==> config.mk <==
export PLATFORM = sky130hd
export DESIGN_NAME = i2c_master_bit_sequencer
export DESIGN_NICKNAME = d
export VERILOG_FILES = /design/src/rtl/i2cmbs_pkg.sv /design/src/rtl/i2c_master_bit_sequencer.sv
export SDC_FILE = /design/constraint.sdc
export NUM_CORES = 1
export LEC_CHECK = 0
export BUFFER_PORTS_ARGS = -buffer_cell sky130_fd_sc_hd__buf_4
export CAP_MARGIN = 30
export CORE_ASPECT_RATIO = 1.4
export CORE_MARGIN = 2
export CORE_UTILIZATION = 35
export DETAILED_ROUTE_END_ITERATION = 7
export SETUP_SLACK_MARGIN = 0.02
export SLEW_MARGIN = 10
export SYNTH_ARGS = -nofsm -noshare
export SYNTH_HDL_FRONTEND = slang
export SYNTH_SLANG_ARGS = --single-unit
==> constraint.sdc <==
create_clock -name clk -period 8.35 [get_ports clk]
set_input_delay 1.67 -clock clk [delete_from_list [all_inputs] [get_ports clk]]
set_output_delay 1.67 -clock clk [all_outputs]
set_load 0.02 [all_outputs]
==> src/rtl/i2cmbs_pkg.sv <==
// i2cmbs_pkg: operation codes, phase codes, constants and the result beat type
// for the i2c master bit sequencer. No dependencies.
`default_nettype none
package i2cmbs_pkg;

	localparam logic [2:0] OP_START   = 3'd0;
	localparam logic [2:0] OP_STOP    = 3'd1;
	localparam logic [2:0] OP_SEND    = 3'd2;
	localparam logic [2:0] OP_READ    = 3'd3;
	localparam logic [2:0] OP_WAITACK = 3'd4;
	localparam logic [2:0] OP_ACK     = 3'd5;
	localparam logic [2:0] OP_NACK    = 3'd6;

	localparam logic [1:0] PH_IDLE = 2'd0;
	localparam logic [1:0] PH_ONE  = 2'd1;
	localparam logic [1:0] PH_TWO  = 2'd2;
	localparam logic [1:0] PH_THREE = 2'd3;

	localparam int unsigned DELAY_W = 16;
	localparam logic [DELAY_W-1:0] DELAY_RESET = 16'd5;
	localparam logic [2:0] LAST_BIT = 3'd7;
	localparam int unsigned MSB_IDX = 7;

	typedef struct packed {
		logic       scl;
		logic       sda;
		logic       busy;
		logic       done;
		logic [7:0] rx;
		logic       ack;
	} res_t;

endpackage
`default_nettype wire

==> src/rtl/i2c_master_bit_sequencer.sv <==
// i2c_master_bit_sequencer: top level, open-drain i2c bus phase sequencer.
// Depends on i2cmbs_pkg for operation codes, phase codes and the result type.
//
// Each input beat is one bus tick and produces exactly one result beat. A beat is
// taken every cycle while in_ready is high: the bus state steps on the accepting
// edge and its result is registered. A two-entry output buffer (result register plus
// skid register) lets the block take one more beat while a result waits; in_ready
// drops only when both entries are full. Commands are started from idle only; each
// phase holds delay_q ticks, as written through cfg_wr_data (zero counts as one).
`default_nettype none
module i2c_master_bit_sequencer (
	input  wire logic        clk,
	input  wire logic        arst_n,
	input  wire logic        cfg_wr_en,
	input  wire logic [15:0] cfg_wr_data,
	input  wire logic        in_valid,
	output logic             in_ready,
	input  wire logic        cmd_valid,
	input  wire logic [2:0]  operation,
	input  wire logic [7:0]  tx_byte,
	input  wire logic        sda_in,
	output logic             out_valid,
	input  wire logic        out_ready,
	output logic             scl_out,
	output logic             sda_out,
	output logic             busy_res,
	output logic             done_res,
	output logic [7:0]       rx_byte,
	output logic             ack_bit
);
	import i2cmbs_pkg::*;

	logic [DELAY_W-1:0] delay_q;
	logic [1:0]         phase_q, phase_n;
	logic [2:0]         op_q, op_n;
	logic [2:0]         bc_q, bc_n;
	logic [DELAY_W-1:0] wc_q, wc_n, wc_dec;
	logic [7:0]         txs_q, txs_n;
	logic [7:0]         rxs_q, rxs_n;
	logic               ack_q, ack_n;
	logic               scl_q, scl_n;
	logic               sda_q, sda_n;
	logic               done_n;
	logic               enter;
	logic [1:0]         step;
	logic [DELAY_W-1:0] delay_eff;
	logic               accept;
	res_t               res_n, a_q, b_q;
	logic               a_valid_q, b_valid_q;

	assign accept    = in_valid && in_ready;
	assign in_ready  = !b_valid_q;
	assign delay_eff = (delay_q == '0) ? {{(DELAY_W-1){1'b0}}, 1'b1} : delay_q;
	assign wc_dec    = (wc_q != '0) ? wc_q - {{(DELAY_W-1){1'b0}}, 1'b1} : wc_q;

	// next bus state for one tick
	always_comb begin
		phase_n = phase_q;
		op_n    = op_q;
		bc_n    = bc_q;
		wc_n    = wc_q;
		txs_n   = txs_q;
		rxs_n   = rxs_q;
		ack_n   = ack_q;
		scl_n   = scl_q;
		sda_n   = sda_q;
		done_n  = 1'b0;
		enter   = 1'b0;
		step    = PH_ONE;

		if (phase_q != PH_IDLE) begin
			wc_n = wc_dec;
			if (wc_dec == '0) begin
				priority if (op_q == OP_STOP) begin
					sda_n  = 1'b1;
					done_n = 1'b1;
				end else if (op_q == OP_SEND || op_q == OP_READ) begin
					priority if (phase_q < ((op_q == OP_SEND) ? PH_THREE : PH_TWO)) begin
						enter = 1'b1;
						step  = phase_q + 2'd1;
					end else if (bc_q == LAST_BIT) begin
						done_n = 1'b1;
					end else begin
						bc_n  = bc_q + 3'd1;
						enter = 1'b1;
						step  = PH_ONE;
					end
				end else begin
					priority if (phase_q < PH_THREE) begin
						enter = 1'b1;
						step  = phase_q + 2'd1;
					end else begin
						if (op_q == OP_ACK) sda_n = 1'b1;
						done_n = 1'b1;
					end
				end
			end
		end else if (cmd_valid && operation <= OP_NACK) begin
			op_n  = operation;
			bc_n  = '0;
			txs_n = tx_byte;
			enter = 1'b1;
			step  = PH_ONE;
		end

		if (enter) begin
			phase_n = step;
			wc_n    = delay_eff;
			unique case (op_n)
				OP_START: begin
					unique case (step)
						PH_ONE: begin
							scl_n = 1'b1;
							sda_n = 1'b1;
						end
						PH_TWO:  sda_n = 1'b0;
						default: scl_n = 1'b0;
					endcase
				end
				OP_STOP: begin
					sda_n = 1'b0;
					scl_n = 1'b1;
				end
				OP_SEND: begin
					unique case (step)
						PH_ONE:  sda_n = txs_n[MSB_IDX];
						PH_TWO:  scl_n = 1'b1;
						default: begin
							scl_n = 1'b0;
							if (bc_n == LAST_BIT) sda_n = 1'b1;
							txs_n = {txs_n[6:0], 1'b0};
						end
					endcase
				end
				OP_READ: begin
					if (step == PH_ONE) begin
						sda_n = 1'b1;
						scl_n = 1'b1;
						rxs_n = {rxs_q[6:0], 1'b0};
					end else begin
						rxs_n = {rxs_q[7:1], rxs_q[0] | sda_in};
						scl_n = 1'b0;
					end
				end
				OP_WAITACK: begin
					unique case (step)
						PH_ONE:  scl_n = 1'b1;
						PH_TWO:  sda_n = 1'b1;
						default: begin
							ack_n = sda_in;
							scl_n = 1'b0;
						end
					endcase
				end
				default: begin
					unique case (step)
						PH_ONE:  sda_n = (op_n != OP_ACK);
						PH_TWO:  scl_n = 1'b1;
						default: scl_n = 1'b0;
					endcase
				end
			endcase
		end

		if (done_n) begin
			phase_n = PH_IDLE;
			bc_n    = '0;
		end

		res_n.scl  = scl_n;
		res_n.sda  = sda_n;
		res_n.busy = (phase_n != PH_IDLE);
		res_n.done = done_n;
		res_n.rx   = rxs_n;
		res_n.ack  = ack_n;
	end

	always_ff @(posedge clk or negedge arst_n) begin
		if (!arst_n) begin
			delay_q <= DELAY_RESET;
		end else if (cfg_wr_en) begin
			delay_q <= cfg_wr_data;
		end
	end

	always_ff @(posedge clk or negedge arst_n) begin
		if (!arst_n) begin
			phase_q <= PH_IDLE;
			op_q    <= OP_START;
			bc_q    <= '0;
			wc_q    <= '0;
			txs_q   <= '0;
			rxs_q   <= '0;
			ack_q   <= 1'b1;
			scl_q   <= 1'b1;
			sda_q   <= 1'b1;
		end else if (accept) begin
			phase_q <= phase_n;
			op_q    <= op_n;
			bc_q    <= bc_n;
			wc_q    <= wc_n;
			txs_q   <= txs_n;
			rxs_q   <= rxs_n;
			ack_q   <= ack_n;
			scl_q   <= scl_n;
			sda_q   <= sda_n;
		end
	end

	// result register and skid register
	always_ff @(posedge clk or negedge arst_n) begin
		if (!arst_n) begin
			a_valid_q <= 1'b0;
			b_valid_q <= 1'b0;
		end else begin
			if (!a_valid_q || out_ready) begin
				if (b_valid_q) begin
					a_valid_q <= 1'b1;
					b_valid_q <= 1'b0;
				end else begin
					a_valid_q <= accept;
				end
			end else if (accept) begin
				b_valid_q <= 1'b1;
			end
		end
	end

	always_ff @(posedge clk) begin
		if (!a_valid_q || out_ready) begin
			a_q <= b_valid_q ? b_q : res_n;
		end else if (accept) begin
			b_q <= res_n;
		end
	end

	assign out_valid = a_valid_q;
	assign scl_out   = a_q.scl;
	assign sda_out   = a_q.sda;
	assign busy_res  = a_q.busy;
	assign done_res  = a_q.done;
	assign rx_byte   = a_q.rx;
	assign ack_bit   = a_q.ack;

	a_skid_implies_main: assert property (@(posedge clk) disable iff (!arst_n)
		b_valid_q |-> a_valid_q)
		else $error("skid entry held without a result entry");

	a_done_not_busy: assert property (@(posedge clk) disable iff (!arst_n)
		(a_valid_q && a_q.done) |-> !a_q.busy)
		else $error("done beat reports busy");

	a_busy_has_count: assert property (@(posedge clk) disable iff (!arst_n)
		(phase_q != PH_IDLE) |-> (wc_q != '0))
		else $error("running phase with empty wait count");

	a_bitcount_idle: assert property (@(posedge clk) disable iff (!arst_n)
		(phase_q == PH_IDLE) |-> (bc_q == '0))
		else $error("bit count not cleared while idle");

	a_stall_holds: assert property (@(posedge clk) disable iff (!arst_n)
		(a_valid_q && !out_ready) |=> a_valid_q)
		else $error("stalled result dropped");

endmodule
`default_nettype wire
==> run_results.csv <==
group,metric,value,unit
worst_setup_path,cp_max_fo,10,
worst_setup_path,setup.worst_path.start,"wc_q[0]",
job,maxCapViolCount,0,
clocking,path_clk_slew,0.07,ns
timing,slew_viol_final,0,
final_layout,diodes,0,
logic_synthesis,yosysTopAreaCellShare,0.272,
timing,fin_crit_sh,0.561,
routing,drc,0,
global_routing,grt_overflow,0,
global_routing,grt_pass1_wl,21.2,mm
placed_design,gp_congestion,0.950,
logic_synthesis,synth_area_leaders,"dfrtp_1, edfxtp_1, mux2_2",
hold_path,worstHoldPathType,"reg -> reg",
routing,vias_per_cell,5.58,
logic_synthesis,ys_async_sr_fraction,0.701,
final_layout,final_util,0.413,
power,finalPower,0.00118,W
timing,fin_crit,4.68,ns
logic_synthesis,synth_ff_type,"dfrtp_1",
routing,wirelength,12.6,mm
timing,hold_viol,0,
clocking,clock-root-buffer,"clkbuf_16",
clocking,worstSkewPairLatency,0.35,ns
die,rows,52,
power,seqPwrFrac,0.476,
final_layout,area_delta_synth_final,15.8,%
logic_synthesis,synth_edf_count,26,
final_layout,n_fill_cell,1439,
clocking,clkSinkCount,87,
clocking,clock_path_buffers,2,
die,die_x,107,um
power,power_frac_comb,0.185,
routing,initialDrtViolationCount,205,
worst_setup_path,r2r_setup_slack,3.67,ns
placed_design,place_hpwl,9.21,mm
logic_synthesis,syn_avg_cell_area,10.2,um^2
timing,slew-limit-headroom,0.379,
outcome,outcome,"complete, no violations",
routing,detailroute.via_count,4091,
worst_setup_path,crit_path_top_delay_cell,"ha_1",
final_layout,design_area,5960,um^2
logic_synthesis,synth_cell_types,65,
final_layout,fin_nets,581,
clocking,cts_tree,"built",
clocking,post_cts_resized,0,
power,swShare,0.326,
timing,worst_pin_slew,0.924,ns
logic_synthesis,ys_ff_latch,87,
global_routing,antenna_found_initial,0,
worst_setup_path,slowest_delay,0.45,ns
clocking,cts_buffers,9,
worst_setup_path,crit_path_start_kind,"flip-flop",
global_routing,grt_max_degree,62,
logic_synthesis,postSynthCellCount,503,
placed_design,io_buffers,48,
power,pwr-share-clk,0.339,
routing,firstDrtPassIters,5,
power,p_sw,0.000386,W
timing,rsz0062_at_grt,"false",
power,ir_drop,136,uV
routing,routedWlPerCell,17.2,um
worst_setup_path,r2r_start,"wc_q[0]",
logic_synthesis,syn-num-nets,545,
power,power_density,198,nW/um^2
die,dieArea,15700,um^2
global_routing,gr-usage-all-layers,0.170,
final_layout,drive_gt1_frac,0.235,
worst_setup_path,worstPathCellList,"inv_1 -> ha_1 -> or3b_1 -> nor3_2 -> mux2_1 -> a2111oi_4 -> and3_1 -> nand3_1 -> ha_1 -> nor2_1 -> o22ai_1 -> a22oi_1 -> o21ai_0 -> a311oi_1 -> o31ai_1",
clocking,cts.htree.levels,3,
logic_synthesis,netlist_area,5150,um^2
clocking,post_cts_buffers,0,
worst_setup_path,endpoint_kind,"flip-flop",
logic_synthesis,yosys.area.top_type,"dfrtp_1",
die,core,14400,um^2
hold_path,worstHoldStart,"rxs_q[7]",
die,start_util,0.356,
power,p_int,0.000797,W
global_routing,grt_pass1_vias,4062,
timing,setup-violations-final,0,
worst_setup_path,cp_common_cell,"ha_1",
die,io_pins,49,
worst_setup_path,critPathRequiredTime,8.43,ns
die,die_h,148,um
timing,fin_skew,0.00885,ns
routing,ant_nets,0,
clocking,ctsHoldBuffers,0,
logic_synthesis,yosysSeqAreaShare,0.449,
logic_synthesis,synth_warnings,0,
timing,max_clock_freq,0.214,GHz
power,p_leak,2.49,nW
worst_setup_path,worstSetupPathType,"reg -> reg",
worst_setup_path,cp_data_arrival_time,4.76,ns
placed_design,placed_area,5640,um^2
timing,setup_tns,0,ns
[layout by cell type (no fill, tap or decap), types with 11 or more instances in the layout]
cell type / synthesis / layout
mux2_2: 28 / 28
mux2i_1: 15 / 15
dfrtp_1: 56 / 56
nand4_1: 11 / 11
nor2_1: 38 / 38
o211ai_1: 14 / 14
buf_4: 0 / 53
a21oi_1: 29 / 29
inv_1: 25 / 25
nand2_1: 36 / 36
nand3_1: 16 / 16
nor3_1: 12 / 12
edfxtp_1: 26 / 26
o21ai_0: 22 / 22
[power by group through the flow]
stage / Sequential, W / Clock (W) / Combinational [W]
after floorplan: 0.000538 / 0 / 0.000176
after global placement: 0.000568 / 0 / 0.000215
after detailed placement: 0.000569 / 0 / 0.000219
after CTS: 0.000561 / 0.000414 / 0.000220
after global routing: 0.000570 / 0.000430 / 0.000243
final: 0.000563 / 0.000400 / 0.000219
[final timing paths]
kind | to | cells after the start
worst min-delay path | rxs_q[7] | 1
worst max register to register | sda_out | 15
max in group asynchronous | wc_q[0] | 1
worst min register to register | rxs_q[7] | 1
worst max-delay path | sda_out | 15
min in group asynchronous | rxs_q[5] | 1
[area by class of cell]
class / count / area, um^2 / share of cell area
flip-flops and latches: 87 / 2310 / 0.388
inverters: 25 / 93.8 / 0.0157
well taps: 189 / 236 / 0.0397
repair buffers: 55 / 424 / 0.0711
clock inverters: 7 / 73.8 / 0.0124
clock buffers: 9 / 225 / 0.0378
multi-input cells: 361 / 2590 / 0.435
[synth_stat cells (3+ instances only)]
| cell type | instances |
|---|---|
| nand2_1 | 36 |
| nor3b_1 | 3 |
| a21oi_1 | 29 |
| clkbuf_1 | 21 |
| o2bb2ai_1 | 7 |
| o211ai_1 | 14 |
| o21ai_0 | 22 |
| and3_1 | 4 |
| mux2i_1 | 15 |
| mux2_2 | 28 |
| and2_1 | 4 |
| edfxtp_1 | 26 |
| inv_1 | 25 |
| a31oi_1 | 5 |
| buf_6 | 4 |
| or3_1 | 9 |
| nor2b_1 | 3 |
| o22ai_1 | 6 |
| o31ai_1 | 5 |
| nor2_1 | 38 |
| and4_1 | 5 |
| mux2_1 | 9 |
| a22oi_1 | 6 |
| nand3_1 | 16 |
| nor4_1 | 7 |
| mux2_4 | 9 |
| buf_2 | 5 |
| o21a_1 | 3 |
| nor3_1 | 12 |
| ha_1 | 8 |
| a2bb2oi_1 | 7 |
| dfrtp_1 | 56 |
| dfstp_2 | 5 |
| nand4_1 | 11 |
[cells by family after synthesis]
family	after synthesis	share of synthesized area
compound gates	124	0.168
mux	61	0.136
flops	87	0.449
xor+xnor	1	0.00170
buf+inv	55	0.0471
fa+ha+maj	8	0.0194
simple gates	167	0.178
[metal layers]
metal	GRT usage	vias up	wire length (um)	part of all wire
met3	0.0207	19	491	0.039
met1	0.201	1991	5080	0.40
li1	-	1968	-	-
met5	0	-	0	0
met4	0.0727	0	322	0.025
met2	0.307	113	6740	0.53
[registers in the layout, summed over array words and instances, names as in the netlist, 2 cells and up]
name     flops
b_q         13
bc_q         3
delay_q     16
op_q         3
phase_q      2
rx_byte      8
rxs_q        8
txs_q        8
wc_q        16
[worst max-delay path: cells and delay by family (launching register included)]
kind	cells	cell delay (ns)
mux	1	0.41
flops	1	0.42
compound gates	6	1.39
fa+ha+maj	2	0.72
buf+inv	1	0.14
simple gates	5	1.34
[stage by stage]
| stage | hold WS, ns | setup WS [ns] | std cells |
|---|---|---|---|
| 2_1_floorplan | 0.458 | 4.29 | 503 |
| 3_3_place_gp | 0.469 | 3.85 | 714 |
| 3_5_place_dp | 0.505 | 3.77 | 715 |
| 4_1_cts | 0.515 | 3.70 | 731 |
| 5_1_grt | 0.561 | 3.40 | 733 |
| 6_report | 0.505 | 3.67 | 733 |
No activity file was read; power rests on OpenSTA's default activity.
